--- src/rtl/psd_pkg.sv ---
`timescale 1ns / 1ps

package psd_pkg;

	// Coordinate and result formats.
	localparam int COORD_BITS = 16;
	localparam int FRAC_BITS  = 8;
	localparam int T_BITS     = 16;
	localparam int DIST_W     = 25;

	// Derived widths.
	localparam int DW     = COORD_BITS + 1;        // coordinate difference
	localparam int LEN_W  = 2 * DW;                // squared length
	localparam int PROJ_W = 2 * DW + 1;            // dot product
	localparam int TW     = T_BITS + 1;            // clamped t, Q1.T_BITS
	localparam int ERR_W  = DW + TW + 1;           // error vector, Q.T_BITS
	localparam int HALF_W = (ERR_W + 1) / 2;       // low half for squaring
	localparam int HI_W   = ERR_W - HALF_W;        // high half for squaring
	localparam int SQE_W  = 2 * ERR_W;             // one squared axis
	localparam int RT_W   = ERR_W + 1;             // square root
	localparam int SQ_W   = 2 * RT_W;              // radicand
	localparam int RW     = RT_W + 3;              // root remainder

	// Geometry that travels with an item.
	typedef struct packed {
		logic signed [DW-1:0] dx;
		logic signed [DW-1:0] dy;
		logic signed [DW-1:0] rx;
		logic signed [DW-1:0] ry;
	} geo_t;

	// Geometry plus the outcome of the clamp test.
	typedef struct packed {
		geo_t g;
		logic degen;
		logic t_zero;
		logic t_one;
	} side_t;

endpackage

--- src/rtl/psd_sqrt.sv ---
`timescale 1ns / 1ps

module psd_sqrt (
	input  logic                        clk,
	input  logic                        arst_n,
	input  logic                        en,
	input  logic                        in_vld,
	input  logic                        in_degen,
	input  logic [psd_pkg::SQ_W-1:0]    rad,
	output logic                        out_vld,
	output logic                        out_degen,
	output logic [psd_pkg::RT_W-1:0]    root
);

	localparam int N  = psd_pkg::RT_W;
	localparam int SW = psd_pkg::SQ_W;
	localparam int RW = psd_pkg::RW;

	logic            vld_s   [N+1];
	logic            degen_s [N+1];
	logic [SW-1:0]   rad_s   [N+1];
	logic [RW-1:0]   rem_s   [N+1];
	logic [N-1:0]    root_s  [N+1];
	logic [N:0]      vld_vec;

	assign vld_s[0]   = in_vld;
	assign degen_s[0] = in_degen;
	assign rad_s[0]   = rad;
	assign rem_s[0]   = '0;
	assign root_s[0]  = '0;

	// One root bit per stage, digit by digit from the top bit pair.
	for (genvar k = 0; k < N; k++) begin : g_step
		logic [RW-1:0] sh;
		logic [RW-1:0] trial;
		logic          ge;

		assign sh    = {rem_s[k][RW-3:0], rad_s[k][SW-1:SW-2]};
		assign trial = {1'b0, root_s[k], 2'b01};
		assign ge    = (sh >= trial);

		always_ff @(posedge clk or negedge arst_n) begin
			if (!arst_n) begin
				vld_s[k+1] <= 1'b0;
			end else if (en) begin
				vld_s[k+1] <= vld_s[k];
			end
		end

		always_ff @(posedge clk) begin
			if (en) begin
				degen_s[k+1] <= degen_s[k];
				rad_s[k+1]   <= {rad_s[k][SW-3:0], 2'b00};
				rem_s[k+1]   <= ge ? (sh - trial) : sh;
				root_s[k+1]  <= {root_s[k][N-2:0], ge};
			end
		end
	end

	for (genvar k = 0; k <= N; k++) begin : g_vec
		assign vld_vec[k] = vld_s[k];
	end

	assign out_vld   = vld_s[N];
	assign out_degen = degen_s[N];
	assign root      = root_s[N];

	// A held pipeline keeps every valid bit in place.
	a_hold: assert property (@(posedge clk) disable iff (!arst_n)
		!en |=> $stable(vld_vec[N:1]))
		else $error("root pipeline moved while held");

	// The remainder never exceeds twice the partial root.
	a_rem_bound: assert property (@(posedge clk) disable iff (!arst_n)
		vld_s[N] |-> (rem_s[N] <= {2'b00, root_s[N], 1'b0}))
		else $error("root remainder out of bound");

endmodule

--- config.mk ---
export PLATFORM = sky130hd
export DESIGN_NAME = psd_sqrt
export DESIGN_NICKNAME = d
export VERILOG_FILES = /design/src/rtl/psd_pkg.sv /design/src/rtl/psd_sqrt.sv
export SDC_FILE = /design/constraint.sdc
export NUM_CORES = 2
export LEC_CHECK = 0
export BUFFER_PORTS_ARGS = -buffer_cell sky130_fd_sc_hd__clkbuf_2
export CORE_MARGIN = 2
export CORE_UTILIZATION = 69
export DETAILED_ROUTE_END_ITERATION = 8
export PLACE_DENSITY = 0.86
export SLEW_MARGIN = 20
export SYNTH_ARGS = -nofsm -noshare
export SYNTH_HDL_FRONTEND = slang
export SYNTH_SLANG_ARGS = --single-unit
--- constraint.sdc ---
create_clock -name clk -period 10.9 [get_ports clk]
set_input_delay 2.18 -clock clk [delete_from_list [all_inputs] [get_ports clk]]
set_output_delay 2.18 -clock clk [all_outputs]
set_load 0.05 [all_outputs]
==> results.py <==
metrics = {
    "run_status": {
        "status": "complete, no violations",
    },
    "clocking": {
        "cts-root-buf": "clkbuf_16",
        "ctsHtreeMaxLevel": 5,
        "cts_tree": "done",
        "clkSinkCount": 3236,
        "clk_pin_slew_ps": 70,
        "ctsResizeCount": 0,
        "cts_buffers": 332,
        "cts_setup_buffers": 0,
        "clk_path_buf_depth": 4,
        "clock_insertion_delay_worst_skew_ps": 950,
        "cts_hold_buf": 0,
    },
    "grt": {
        "antenna_found_initial": 8,
        "track_usage_pct": 29.9,
        "grt_pass1_vias": 92993,
        "grt-ovfl-total": 0,
        "grt_pass1_wl_um": 519000,
        "grt_start_max_net_pins": 193,
    },
    "floorplanning": {
        "dieArea_um2": 221000,
        "core-area_um2": 217000,
        "dieHeight_um": 470,
        "rows": 171,
        "die-width_um": 470,
        "start_util_pct": 69.2,
        "io_pins": 115,
    },
    "synth": {
        "syn_area_per_cell_um2": 12.9,
        "post-synth-top-area-cell": "edfxtp_1",
        "synthCells": 11574,
        "ys_seq_elements": 3236,
        "async_reset_ff_share_pct": 1.11,
        "synth_warnings": 0,
        "synthTopCellsByArea": "edfxtp_1 64%, ha_1 5.9%, xnor2_1 3.1%",
        "synth_edf_count": 3200,
        "yosysSeqAreaShare_pct": 64.7,
        "synth_top_flop_cell": "edfxtp_1",
        "yosysUniqueCellTypes": 89,
        "yosysTopAreaCellShare_pct": 64.1,
        "syn_nets": 12355,
        "synth_area_um2": 150000,
    },
    "power": {
        "clkPwrFrac_pct": 30.9,
        "intPower_mw": 25.6,
        "netSwitchingFraction_pct": 29.4,
        "p_seq_share_pct": 47.1,
        "peakVddDrop_mv": 0.187,
        "power_mw": 36.3,
        "power_density_nw_per_um2": 220,
        "p_switching_mw": 10.7,
        "p_comb_share_pct": 22.0,
        "power.leakage_nw": 63.3,
    },
    "timing": {
        "finalWorstSetupSlack_ps": 5910,
        "fin_crit_sh_pct": 45.8,
        "clock-skew-final_ps": 82.2,
        "fin_setup_tns_ps": 0,
        "hold-worst-slack_ps": 392,
        "fin_crit_ps": 4990,
        "timing.fmax_ghz": 0.200,
        "worstMarginPinSlew_ps": 1260,
        "relSlewSlack_pct": 15.0,
        "drv_slew": 0,
        "rsz0062_at_grt": "false",
        "setup_viol": 0,
        "finalHoldViolCount": 0,
    },
    "worst_setup_path": {
        "crit_top_cell": "or4_1",
        "startpoint_type": "register",
        "slowest_stage": "or4_1",
        "crit_start": "g_step[6].sh[22]$_DFFE_PP_",
        "path_class": "register to register",
        "cp.required_ps": 11520,
        "cp.arrival_ps": 5610,
        "path_max_fanout": 23,
        "crit_chain": "or4_1, or3_1, or4_1, or4_1, or3_1, nor4_1, o311ai_2, buf_4, nand3b_1, nor4_1, xor2_1",
        "worstSetupEndpointType": "register",
        "worstReg2RegStart": "g_step[6].sh[22]$_DFFE_PP_",
        "slowest_delay_ps": 610,
    },
    "job": {
        "drv_cap": 0,
    },
    "route": {
        "drt_iter0_drc": 10944,
        "firstDrtPassIters": 6,
        "vias": 94590,
        "viasPerCell": 6.32,
        "wl_per_cell_um": 22.4,
        "final_antenna_net_count": 0,
        "drc": 0,
        "finalWirelength_um": 336000,
    },
    "placed_design": {
        "placed_cells_incl_taps": 14368,
        "placed_area_um2": 154000,
        "place_hpwl_um": 224000,
        "gp_congestion": 1.01,
        "dp_slack_ps": 5760,
        "io_buffer_count": 114,
    },
    "worst_hold_path": {
        "hold_path_class": "register to register",
        "hold_path.startpoint": "rad_s[1506]$_DFFE_PP_",
    },
    "layout": {
        "fin_area_um2": 164000,
        "finalNonFillerCells": 14978,
        "syn2layout_area_growth_pct": 9.77,
        "nNetsFinal": 12630,
        "drive_gt1_share_pct": 7.39,
        "fin_util_pct": 76.0,
    },
}
==> kinds of logic after synthesis <==
group / synth area share [%]
AOI/OAI and AO/OA: 9.69
xor gates and xnor gates: 6.09
adders and majority gates: 5.88
buffers and inverters: 2.96
DFF: 64.7
muxes: 0.987
other: 0.00250
and+or+nand+nor: 9.66
==> cell usage after synthesis (all sizes together) (33+ instances only) <==
master	n
a211oi	44
nor3	308
inv	934
o21ai	617
a31oi	67
nand3b	37
xor2	508
and3	65
a21oi	747
nand3	187
buf	33
or2	59
nand2b	116
o211ai	41
nor4	163
o21a	124
edfxtp	3200
or4	79
o21bai	70
xnor2	534
nand2	780
o31ai	75
nor2	674
mux2	118
nand4	121
or3	121
clkbuf	204
ha	704
dfrtp	36
nor2b	85
a21o	336
==> area by class of cell <==
| class | count | area, um2 |
|---|---|---|
| clock buffer | 390 | 8670 |
| multi-input combinational | 7163 | 48500 |
| inverter | 938 | 3520 |
| antenna | 25 | 62.6 |
| sequential | 3236 | 97000 |
| timing repair buffer | 178 | 1240 |
| tap | 2854 | 3570 |
| fill | 12659 | 52000 |
| clock inverter | 194 | 1890 |
==> power by group through the flow <==
stage | registers, mW | clock network [mW] | logic (mW)
final | 17.1 | 11.2 | 7.99
after global routing | 17.2 | 11.8 | 8.78
after CTS | 17.0 | 11.3 | 7.86
after detailed placement | 17.2 | 0 | 7.73
after global placement | 17.2 | 0 | 7.45
after floorplan | 16.7 | 0 | 5.78
==> placed cells by master, fill, tap and decap left out, drive strengths merged, types with 504 or more instances in the layout <==
cell type	instances
inv	941
xnor2	534
xor2	508
a21oi	747
nor2	674
edfxtp	3200
nand2	780
clkbuf	504
o21ai	617
ha	704
==> critical path, delay by kind of cell, from the launching register on <==
kind	cells	cell delay [ps]
buf+inv	1	270
flops	1	450
compound gates	1	210
simple gates	8	3580
xor+xnor	1	190
==> state kept, by name (all words and copies together), names as in the netlist <==
name,flops
g_step.sh,1308
rad_s,1190
g_step.trial,630
root,36
degen_s,35
vld_s,35
out_degen,1
out_vld,1
==> final timing paths <==
kind / slack, ps / cells after the start / to
max: 5910 / 11 / g_step[7].sh[37]$_DFFE_PP_
min: 390 / 0 / rad_s[1436]$_DFFE_PP_
max reg2reg: 5910 / 11 / g_step[7].sh[37]$_DFFE_PP_
min reg2reg: 390 / 0 / rad_s[1436]$_DFFE_PP_
max in group asynchronous: 8990 / 1 / vld_s[9]$_DFFE_PN0P_
min in group asynchronous: 1340 / 1 / vld_s[28]$_DFFE_PN0P_
==> layer usage <==
layer | global-route usage, % | share of wire (%) | vias up
li1 | - | - | 43386
met3 | 4.04 | 6.4 | 1220
met1 | 36.6 | 37 | 45457
met4 | 16.8 | 6.5 | 6
met2 | 51.4 | 50 | 4521
met5 | 0 | 0.013 | -
Note: power is estimated with default switching activity, not from simulation.
