$ cat src/rtl/psd_pkg.sv
`timescale 1ns / 1ps

package psd_pkg;

	// Coordinate and result formats.
	localparam int COORD_BITS = 16;
	localparam int FRAC_BITS  = 8;
	localparam int T_BITS     = 16;
	localparam int DIST_W     = 25;

	// Derived widths.
	localparam int DW     = COORD_BITS + 1;        // coordinate difference
	localparam int LEN_W  = 2 * DW;                // squared length
	localparam int PROJ_W = 2 * DW + 1;            // dot product
	localparam int TW     = T_BITS + 1;            // clamped t, Q1.T_BITS
	localparam int ERR_W  = DW + TW + 1;           // error vector, Q.T_BITS
	localparam int HALF_W = (ERR_W + 1) / 2;       // low half for squaring
	localparam int HI_W   = ERR_W - HALF_W;        // high half for squaring
	localparam int SQE_W  = 2 * ERR_W;             // one squared axis
	localparam int RT_W   = ERR_W + 1;             // square root
	localparam int SQ_W   = 2 * RT_W;              // radicand
	localparam int RW     = RT_W + 3;              // root remainder

	// Geometry that travels with an item.
	typedef struct packed {
		logic signed [DW-1:0] dx;
		logic signed [DW-1:0] dy;
		logic signed [DW-1:0] rx;
		logic signed [DW-1:0] ry;
	} geo_t;

	// Geometry plus the outcome of the clamp test.
	typedef struct packed {
		geo_t g;
		logic degen;
		logic t_zero;
		logic t_one;
	} side_t;

endpackage

$ cat src/rtl/psd_front.sv
`timescale 1ns / 1ps

module psd_front (
	input  logic                                  clk,
	input  logic                                  arst_n,
	input  logic                                  en,
	input  logic                                  in_vld,
	input  logic signed [psd_pkg::COORD_BITS-1:0] px,
	input  logic signed [psd_pkg::COORD_BITS-1:0] py,
	input  logic signed [psd_pkg::COORD_BITS-1:0] sx,
	input  logic signed [psd_pkg::COORD_BITS-1:0] sy,
	input  logic signed [psd_pkg::COORD_BITS-1:0] ex,
	input  logic signed [psd_pkg::COORD_BITS-1:0] ey,
	output logic                                  out_vld,
	output psd_pkg::side_t                        side,
	output logic [psd_pkg::LEN_W-1:0]             rem,
	output logic [psd_pkg::LEN_W-1:0]             len2
);

	localparam int CW = psd_pkg::COORD_BITS;
	localparam int DW = psd_pkg::DW;

	logic                 vld_s1, vld_s2, vld_s3, vld_s4;
	psd_pkg::geo_t        geo_s1, geo_s2, geo_s3;
	logic signed [2*DW-1:0] dxx_s2, dyy_s2, pxx_s2, pyy_s2;
	logic [psd_pkg::LEN_W-1:0]  len2_s3, len2_s4;
	logic signed [psd_pkg::PROJ_W-1:0] proj_s3;
	psd_pkg::side_t       side_s4;
	logic [psd_pkg::LEN_W-1:0]  rem_s4;
	logic                 tz;

	// Valid bits move with the data.
	always_ff @(posedge clk or negedge arst_n) begin
		if (!arst_n) begin
			vld_s1 <= 1'b0;
			vld_s2 <= 1'b0;
			vld_s3 <= 1'b0;
			vld_s4 <= 1'b0;
		end else if (en) begin
			vld_s1 <= in_vld;
			vld_s2 <= vld_s1;
			vld_s3 <= vld_s2;
			vld_s4 <= vld_s3;
		end
	end

	// Sign test for the projection.
	assign tz = proj_s3[psd_pkg::PROJ_W-1] || (proj_s3 == '0);

	// Differences, products, sums, then the clamp decision.
	always_ff @(posedge clk) begin
		if (en) begin
			geo_s1.dx <= {ex[CW-1], ex} - {sx[CW-1], sx};
			geo_s1.dy <= {ey[CW-1], ey} - {sy[CW-1], sy};
			geo_s1.rx <= {px[CW-1], px} - {sx[CW-1], sx};
			geo_s1.ry <= {py[CW-1], py} - {sy[CW-1], sy};

			geo_s2 <= geo_s1;
			dxx_s2 <= geo_s1.dx * geo_s1.dx;
			dyy_s2 <= geo_s1.dy * geo_s1.dy;
			pxx_s2 <= geo_s1.dx * geo_s1.rx;
			pyy_s2 <= geo_s1.dy * geo_s1.ry;

			geo_s3  <= geo_s2;
			len2_s3 <= psd_pkg::LEN_W'(dxx_s2 + dyy_s2);
			proj_s3 <= {pxx_s2[2*DW-1], pxx_s2} + {pyy_s2[2*DW-1], pyy_s2};

			side_s4.g      <= geo_s3;
			side_s4.degen  <= (len2_s3 == '0);
			side_s4.t_zero <= tz;
			side_s4.t_one  <= !tz && (proj_s3[psd_pkg::PROJ_W-2:0] >= len2_s3);
			rem_s4         <= proj_s3[psd_pkg::LEN_W-1:0];
			len2_s4        <= len2_s3;
		end
	end

	assign out_vld = vld_s4;
	assign side    = side_s4;
	assign rem     = rem_s4;
	assign len2    = len2_s4;

endmodule

$ cat config.mk
export PLATFORM = sky130hd
export DESIGN_NAME = psd_front
export DESIGN_NICKNAME = d
export VERILOG_FILES = /design/src/rtl/psd_pkg.sv /design/src/rtl/psd_front.sv
export SDC_FILE = /design/constraint.sdc
export NUM_CORES = 2
export LEC_CHECK = 0
export ABC_AREA = 1
export BUFFER_PORTS_ARGS = -buffer_cell sky130_fd_sc_hd__buf_4
export CORE_AREA = 2 2 502 404
export CTS_BUF_LIST = sky130_fd_sc_hd__clkbuf_16
export DETAILED_ROUTE_END_ITERATION = 16
export DIE_AREA = 0 0 504 406
export SKIP_CTS_REPAIR_TIMING = 1
export SKIP_LAST_GASP = 1
export SLEW_MARGIN = 10
export SYNTH_ARGS = -nofsm -noshare
export SYNTH_HDL_FRONTEND = slang
export SYNTH_SLANG_ARGS = --single-unit
export TNS_END_PERCENT = 5
$ cat constraint.sdc
create_clock -name clk -period 6.6 [get_ports clk]
set_clock_uncertainty 0.2 [all_clocks]
set_input_delay 1.32 -clock clk [delete_from_list [all_inputs] [get_ports clk]]
set_output_delay 1.32 -clock clk [all_outputs]
set_load 0.02 [all_outputs]
==> results.cfg <==
[synth]
synthDistinctLibCells = 46
syn_nets = 9621
synth_warnings = 0
synth.yosys.seq_area_share_pct = 23.6
yosys-top-cells-area = fa_1 (32%), edfxtp_1 (23%), inv_1 (11%), nand2_1 (10%), ha_1 (9.2%)
ys_async_sr_fraction_pct = 0.730
synth_cells = 7879
synth-seq-cells = 548
synth_enable_flop_cells = 544
syn_area_um2 = 69500
synth.top_cell.area_share_pct = 32.5
syn_area_per_cell_um2 = 8.83
ys.flop_type = edfxtp_1
yosysTopAreaCell = fa_1

[critical_path]
reg2reg_from = geo_s1[39]
worstSetupStartpointType = flip-flop
path_class = reg -> reg
rr_worst_depth = 22
r2r_slack_ns = 0.19
critPathMaxFanout = 18
cp_data_required_time_ns = 6.84
worst_r2r_endpoint = dyy_s2[16]
crit_path_end_kind = flip-flop
crit_arrival_ns = 6.65

[die]
core_area_um2 = 200000
pin_count = 240
num_rows = 147
die_y_um = 406
die_w_um = 504
start_util_pct = 34.8
dieArea_um2 = 205000

[global_routing]
antenna_found_initial = 4
grt_max_degree = 149
track_usage_pct = 19.5
grt_first_pass_wirelength_um = 312000
grt_pass1_vias = 54300
grt_overflow = 0

[timing]
fin_tns_setup_ns = 0
whs_ns = 0.210
min_period_ns = 6.41
max_slew.worst_pin.slew_ns = 1.10
drv_slew = 0
fmax_ghz = 0.156
finalHoldViolations = 0
setup_violations = 0
slew_headroom_pct = 26.5
rsz0062_at_grt = true
post-route-period-util_pct = 97.1

[placed_design]
place_hpwl_um = 162000
dpl-instance-area_um2 = 75500
gp_congestion = 0.944
port_buffers = 239
dp.cells = 10800

[layout]
final_cells = 10900
n_fill_cell = 20200
stdcell_area_um2 = 77900
multiInputGateArea_um2 = 44400
drive_above_1_share_pct = 7.19
area_growth_pct = 12.0
seq_area_um2 = 16400
final_nets = 9894

[routing]
dr.first_iter.drc_count = 4181
wl_per_cell_um = 17.9
avgViaCountPerCell = 4.74
via_count = 51600
wirelength_um = 195000
first_pass_iters = 6
ant_nets = 0
route.detailed.drc = 0

[clock_tree]
cts_buffer_depth = 3
htreeDepth = 3
cts_buffers = 69
cts_root_buffer = clkbuf_16
clk_latency_ns = 0.70
cts.clk_slew.worst_paths_ns = 0.06
clock-sinks = 548
cts_tree = done

[min_path]
worstHoldStart = geo_s2[59]
whs_endpoint = geo_s3[59]
hold_path_depth = 0
min-delay-path-class = reg -> reg

[outcome]
status = finished clean

[job]
cap_violations = 0
[through the flow]
stage / setup slack [ns] / util [%]
finish: 0.193 / 39.0
global placement: 0.211 / 37.8
detailed placement: 0.197 / 37.8
global route: -0.101 / 39.0
CTS: 0.151 / 39.0
floorplan: 0.545 / -
[synthesized netlist by cell type (22+ instances only)]
cell,number
inv_1,2107
nand2_1,1851
fa_1,1128
edfxtp_1,544
ha_1,514
nor2_1,373
a21oi_1,271
nand3_1,232
clkbuf_1,203
xor2_1,158
o21ai_0,132
nand4_1,59
xnor2_1,41
nor3_1,37
o21bai_1,35
nand3b_1,23
nor4_1,22
[cell usage in the layout, fill, tap and decap left out, drive strengths merged, types with 35 or more instances in the layout]
cell    instances
nor3           49
o21ai         146
nand2        1871
buf           413
ha            514
fa           1128
nand4          59
xor2          158
a21oi         271
o21bai         35
edfxtp        544
xnor2          41
nand3         235
inv          2125
nor2          383
clkbuf         69
[kinds of logic (layout without fill, tap and decap cells)]
logic type | count (synthesis) | in the layout | share of synthesized area (%)
other cells | 0 | 1 | 0
buf+inv | 2320 | 2646 | 12.5
fa+ha+maj | 1642 | 1642 | 41.7
compound gates | 510 | 510 | 4.03
xor+xnor | 199 | 199 | 2.51
simple gates | 2660 | 2660 | 15.6
flops | 548 | 548 | 23.6
[registers in the layout, summed over array words and instances, names as in the netlist, 34 cells and up]
| register | count |
|---|---|
| proj_s3 | 35 |
| geo_s1 | 68 |
| side | 71 |
| rem | 34 |
| pyy_s2 | 34 |
| len2_s3 | 34 |
| pxx_s2 | 34 |
| geo_s3 | 68 |
| len2 | 34 |
| geo_s2 | 68 |
[worst max-delay path by stage]
| stage | from | end | slack [ns] | cells after the start |
|---|---|---|---|---|
| 3_3_place_gp | geo_s1[20] | pxx_s2[21] | 0.21 | 19 |
| 5_1_grt | geo_s1[20] | pxx_s2[23] | -0.10 | 23 |
| 3_5_place_dp | geo_s1[38] | dyy_s2[23] | 0.20 | 19 |
| 6_report | geo_s1[39] | dyy_s2[16] | 0.19 | 22 |
| 4_1_cts | geo_s1[38] | dyy_s2[23] | 0.15 | 19 |
| 2_1_floorplan | geo_s1[50] | dyy_s2[32] | 0.54 | 20 |
[routing by layer]
metal  part of all wire [%]  track usage [%]  vias up  wire length (um)
met5                 0.0067                0        -                13
met2                     43             29.4     1634             83600
met3                    6.8             2.88      180             13400
met1                     49             29.7    25700             95100
met4                    1.7             3.69        2              3240
li1                       -                -    24100                 -
[final cells by class]
class	instances	share of cell area [%]
multi-input cells	5011	57.0
inverters	2109	10.2
clock buffers	69	2.22
diodes	1	0.00321
flip-flops and latches	548	21.1
clock inverters	55	0.773
repair buffers	413	4.39
well taps	2682	4.31
[worst max-delay path, stage by stage, from the launching register on]
cell      delay, ns
edfxtp_1       0.56
buf_4          0.36
nand2_1        0.11
fa_1           0.54
inv_1          0.07
fa_1           0.50
inv_1          0.06
fa_1           0.53
inv_1          0.05
fa_1           0.45
fa_1           0.49
inv_1          0.05
fa_1           0.47
inv_1          0.04
ha_1           0.33
nand2_1        0.19
inv_1          0.08
nand2_1        0.07
nand2_1        0.07
inv_1          0.18
nand3_1        0.33
xor2_1         0.25
buf_4          0.17
Power is not shown: default switching activity piles up to over one toggle a cycle in this logic, so the estimate is an artifact.
