`src/rtl/psd_pkg.sv`:
```
`timescale 1ns / 1ps

package psd_pkg;

	// Coordinate and result formats.
	localparam int COORD_BITS = 16;
	localparam int FRAC_BITS  = 8;
	localparam int T_BITS     = 16;
	localparam int DIST_W     = 25;

	// Derived widths.
	localparam int DW     = COORD_BITS + 1;        // coordinate difference
	localparam int LEN_W  = 2 * DW;                // squared length
	localparam int PROJ_W = 2 * DW + 1;            // dot product
	localparam int TW     = T_BITS + 1;            // clamped t, Q1.T_BITS
	localparam int ERR_W  = DW + TW + 1;           // error vector, Q.T_BITS
	localparam int HALF_W = (ERR_W + 1) / 2;       // low half for squaring
	localparam int HI_W   = ERR_W - HALF_W;        // high half for squaring
	localparam int SQE_W  = 2 * ERR_W;             // one squared axis
	localparam int RT_W   = ERR_W + 1;             // square root
	localparam int SQ_W   = 2 * RT_W;              // radicand
	localparam int RW     = RT_W + 3;              // root remainder

	// Geometry that travels with an item.
	typedef struct packed {
		logic signed [DW-1:0] dx;
		logic signed [DW-1:0] dy;
		logic signed [DW-1:0] rx;
		logic signed [DW-1:0] ry;
	} geo_t;

	// Geometry plus the outcome of the clamp test.
	typedef struct packed {
		geo_t g;
		logic degen;
		logic t_zero;
		logic t_one;
	} side_t;

endpackage

```
`src/rtl/psd_div.sv`:
```
`timescale 1ns / 1ps

module psd_div (
	input  logic                           clk,
	input  logic                           arst_n,
	input  logic                           en,
	input  logic                           in_vld,
	input  psd_pkg::side_t                 in_side,
	input  logic [psd_pkg::LEN_W-1:0]      in_rem,
	input  logic [psd_pkg::LEN_W-1:0]      in_len2,
	output logic                           out_vld,
	output psd_pkg::side_t                 out_side,
	output logic [psd_pkg::T_BITS-1:0]     quo
);

	localparam int N  = psd_pkg::T_BITS;
	localparam int LW = psd_pkg::LEN_W;

	logic                vld_s  [N+1];
	psd_pkg::side_t      side_s [N+1];
	logic [LW-1:0]       rem_s  [N+1];
	logic [LW-1:0]       len2_s [N+1];
	logic [N-1:0]        quo_s  [N+1];

	assign vld_s[0]  = in_vld;
	assign side_s[0] = in_side;
	assign rem_s[0]  = in_rem;
	assign len2_s[0] = in_len2;
	assign quo_s[0]  = '0;

	// One restoring division step per stage, one quotient bit each.
	for (genvar k = 0; k < N; k++) begin : g_step
		logic [LW:0] sh;
		logic        ge;

		assign sh = {rem_s[k], 1'b0};
		assign ge = (sh >= {1'b0, len2_s[k]});

		always_ff @(posedge clk or negedge arst_n) begin
			if (!arst_n) begin
				vld_s[k+1] <= 1'b0;
			end else if (en) begin
				vld_s[k+1] <= vld_s[k];
			end
		end

		always_ff @(posedge clk) begin
			if (en) begin
				side_s[k+1] <= side_s[k];
				len2_s[k+1] <= len2_s[k];
				rem_s[k+1]  <= ge ? LW'(sh - {1'b0, len2_s[k]}) : LW'(sh);
				quo_s[k+1]  <= {quo_s[k][N-2:0], ge};
			end
		end
	end

	assign out_vld  = vld_s[N];
	assign out_side = side_s[N];
	assign quo      = quo_s[N];

	// A true division keeps the remainder below the divisor.
	a_rem_below: assert property (@(posedge clk) disable iff (!arst_n)
		(vld_s[N] && !side_s[N].degen && !side_s[N].t_zero && !side_s[N].t_one)
		|-> (rem_s[N] < len2_s[N]))
		else $error("division remainder not below divisor");

endmodule

```
`config.mk`:
```
export PLATFORM = sky130hd
export DESIGN_NAME = psd_div
export DESIGN_NICKNAME = d
export VERILOG_FILES = /design/src/rtl/psd_pkg.sv /design/src/rtl/psd_div.sv
export SDC_FILE = /design/constraint.sdc
export NUM_CORES = 2
export LEC_CHECK = 0
export BUFFER_PORTS_ARGS = -buffer_cell sky130_fd_sc_hd__buf_2
export CORE_MARGIN = 5
export CORE_UTILIZATION = 30
export CTS_BUF_LIST = sky130_fd_sc_hd__clkbuf_4
export DETAILED_ROUTE_END_ITERATION = 10
export HOLD_SLACK_MARGIN = 0.05
export PLACE_DENSITY = 0.55
export SYNTH_ARGS = -nofsm -noshare
export SYNTH_HDL_FRONTEND = slang
export SYNTH_SLANG_ARGS = --single-unit
```
`constraint.sdc`:
```
create_clock -name clk -period 4.55 [get_ports clk]
set_input_delay 0 -clock clk [delete_from_list [all_inputs] [get_ports clk]]
set_output_delay 0 -clock clk [all_outputs]
set_load 0.02 [all_outputs]
```
==> impl_metrics.csv <==
group,metric,value,unit
run_status,status,"completed",
yosys,synth_compound_area_frac,0.110,
routing,drt_iter0_markers,3255,
sta,worstMarginPinSlew,816,ps
floorplanning,pin_count,231,
global_route,grt_use_total,0.113,
yosys,synthSimpleGateAreaFrac,0.0653,
clock_tree,cts.sinks,2308,
clock_tree,clk_pin_slew,60,ps
routing,drc,0,
floorplanning,core-area,0.349,mm^2
yosys,synthesis.area,0.105,mm^2
global_route,grt_max_degree,126,
routing,ant_nets,0,
clock_tree,numCtsBuffers,616,
worst_setup_path,r2r_slack,470,ps
clock_tree,clock_latency,1460,ps
sta,rsz0062_at_grt,"false",
yosys,synth_xor_xnor_area_share,0.0369,
yosys,synth_top_family_by_area,"compound AO/OA/AOI/OAI gates",
worst_setup_path,max_stage_delay,580,ps
sta,tns,0,ps
sta,finalMaxSlewViolations,0,
worst_setup_path,cp-end-kind,"register",
clock_tree,cts_max_level,6,
clock_tree,tritoncts,"built",
power_and_ir_drop,p_per_area,600,mW/mm^2
place,port_buffers,230,
global_route,grt-ovfl-total,0,
yosys,yosys.area_share.adder,0.0677,
sta,timing_hold_violations_final,0,
sta,period_needed,4110,ps
final_layout,fill_cells,33500,
sta,setup_violations,0,
sta,max_freq,243,MHz
sta,fin_skew,118,ps
global_route,antenna_found_initial,7,
worst_setup_path,startpoint_type,"input pin",
sta,worst_slack,437,ps
routing,num_vias,62700,
sta,fin_crit_sh,0.904,
floorplanning,die_w,601,um
power_and_ir_drop,peakVddDrop,0.000251,V
job,max-cap-violations,0,
yosys,ys_types,106,
floorplanning,num_rows,217,
worst_setup_path,worstPathMaxFanout,22,
power_and_ir_drop,total_leakage_power,48.4,nW
worst_setup_path,cp.required,5680,ps
floorplanning,die_area,0.361,mm^2
routing,wl_per_cell,15.2,um
final_layout,drive_above_1_share,0.164,
place,dp_slack,521,ps
worst_setup_path,crit_type,"in -> reg",
yosys,postSynthCellCount,7667,
floorplanning,die_h,601,um
yosys,yosys_warnings,0,
worst_setup_path,path_common_cell,"dlygate4sd3_1",
final_layout,layout.nets,9528,
clock_tree,root_buffer,"clkbuf_4",
yosys,avgSynthCellArea,13.7,um^2
floorplanning,initial_core_util,0.300,
yosys,synth-edff-count,2292,
final_layout,mostFrequentLayoutCells,"2292 x edfxtp_1, 845 x clkbuf_4, 636 x inv_1",
final_layout,final_common_cell,"edfxtp_1",
yosys,ys_seq_area_frac,0.661,
yosys,ys_ff_latch,2308,
global_route,grt_pass1_wl,338000,um
worst_setup_path,crit_chain,"dlygate4sd3_1, dlygate4sd3_1, dlygate4sd3_1, buf_2, dlygate4sd3_1, inv_1, ha_1, and2_1, nand3_1, nor2_1, a311oi_1, nand2_1, a31o_2, buf_12, buf_4, nor2_1, dlygate4sd3_1, a21oi_1, dlygate4sd3_1",
yosys,synth.mux.area_fraction,0.0221,
worst_setup_path,crit_slowest_cell,"dlygate4sd3_1",
routing,via_per_inst,4.52,
place,place_hpwl,145000,um
routing,routed_wl,210000,um
clock_tree,cts_setup_buffers,0,
clock_tree,clockBufferDepth,4,
final_layout,syn_to_final_growth,18.2,%
hold_path,hold_class,"reg -> reg",
worst_setup_path,crit_arrival,5240,ps
yosys,async_flop_share,0.00693,
global_route,grt_pass1_vias,65400,
sta,maxSlewHeadroom,0.456,
yosys,synth_nets,8368,
power_and_ir_drop,finalPower,74.3,mW
yosys,synth_flop_cell,"edfxtp_1",
place,gp_congestion,0.940,
routing,drtPass1Iterations,6,
through the flow:
| stage | util | hold WS (ps) | std cells | area (um^2) |
|---|---|---|---|---|
| after floorplan | - | -296 | 7667 | 105000 |
| after global placement | 0.320 | -84.3 | 12300 | 112000 |
| after detailed placement | 0.320 | -74.6 | 12300 | 112000 |
| after CTS | 0.355 | 50.4 | 13900 | 124000 |
| after global routing | 0.355 | 128 | 13900 | 124000 |
| final | 0.355 | 361 | 13900 | 124000 |
final timing paths:
path,from,endpoint,cells past startpoint
worst max-delay path,in_len2[23],g_step[1].sh[11],19
worst min-delay path,side_s[335],side_s[264],0
worst max register to register,len2_s[68],g_step[15].sh[31],12
worst min register to register,side_s[335],side_s[264],0
max in group asynchronous,arst_n,vld_s[10],5
min in group asynchronous,arst_n,vld_s[15],5
report_power, final:
part | switching [mW] | leakage, nW | internal [mW]
Clock | 8.35 | 4.46 | 9.13
Sequential | 1.79 | 22.6 | 28.5
Combinational | 14.9 | 21.3 | 11.7
Total | 25.0 | 48.4 | 49.3
registers in the layout (all words and copies together), names as in the netlist:
name,count
out_side,71
side_s,1065
out_vld,1
g_step.sh,510
quo,16
quo_s,120
vld_s,15
len2_s,510
synthesized netlist by cell type, types with 12 or more instances:
cell type / n / area share
a211o_1: 12 / 0.0010
a211oi_1: 41 / 0.0029
a21boi_0: 12 / 0.00086
a21o_1: 316 / 0.023
a21oi_1: 589 / 0.028
a221o_1: 12 / 0.0011
a221oi_1: 17 / 0.0014
a31o_2: 16 / 0.0013
a31oi_1: 51 / 0.0030
and2_1: 34 / 0.0020
and3_1: 58 / 0.0035
and4_1: 17 / 0.0014
buf_2: 35 / 0.0017
buf_4: 96 / 0.0069
clkbuf_1: 121 / 0.0043
dfrtp_1: 16 / 0.0038
edfxtp_1: 2292 / 0.66
fa_1: 15 / 0.0029
ha_1: 543 / 0.065
inv_1: 636 / 0.023
mux2_1: 50 / 0.0054
mux2_2: 127 / 0.014
mux2_4: 18 / 0.0026
nand2_1: 441 / 0.016
nand2b_1: 63 / 0.0038
nand3_1: 109 / 0.0052
nand4_1: 88 / 0.0053
nor2_1: 378 / 0.014
nor2b_1: 72 / 0.0043
nor3_1: 65 / 0.0031
nor4_1: 20 / 0.0012
o211ai_1: 24 / 0.0017
o21a_1: 62 / 0.0044
o21ai_0: 383 / 0.018
o21ai_1: 37 / 0.0018
o21bai_1: 58 / 0.0042
o31a_1: 15 / 0.0013
o31ai_1: 31 / 0.0022
o41ai_1: 12 / 0.0010
or2_2: 24 / 0.0014
or3_1: 18 / 0.0011
xnor2_1: 260 / 0.022
xor2_1: 181 / 0.015
final cells by class:
cell class / count / area, um^2 / area share
tap: 4599 / 5750 / 0.0465
timing repair buffer: 812 / 7140 / 0.0577
clock inverter: 202 / 1190 / 0.00965
sequential: 2308 / 69200 / 0.559
clock buffer: 845 / 6340 / 0.0513
antenna: 6 / 15.0 / 0.000121
inverter: 638 / 2390 / 0.0193
multi-input combinational: 4451 / 31700 / 0.256
cell families (layout without fill, tap and decap cells):
group / count (synthesis) / in the layout
flip-flops: 2308 / 2308
AND/OR/NAND/NOR: 1432 / 1432
multiplexers: 200 / 200
adder cells (fa/ha/maj): 558 / 558
XOR/XNOR: 441 / 441
other: 0 / 6
AO/OA/AOI/OAI: 1820 / 1820
buffers and inverters: 908 / 2497
repair_timing:
action / 4_1_cts / 5_1_grt
hold endpoints to repair: 2464 / 0
endpoints found under the setup margin: 0 / 16
hold buffers: 462 / 0
resized for setup: 0 / 6
layer usage:
layer	track usage	vias up	wire [um]
met3	0.0241	626	9430
li1	-	31200	-
met5	0	-	123
met4	0.0631	18	11000
met1	0.131	29200	87700
met2	0.195	1578	102000
critical path, delay by kind of cell:
family                   cells  cell delay [ps]
buffers and inverters       10             3840
AND/OR/NAND/NOR              5              590
AO/OA/AOI/OAI                3              560
adder cells (fa/ha/maj)      1              240
Note: power is estimated with default switching activity, not from simulation.
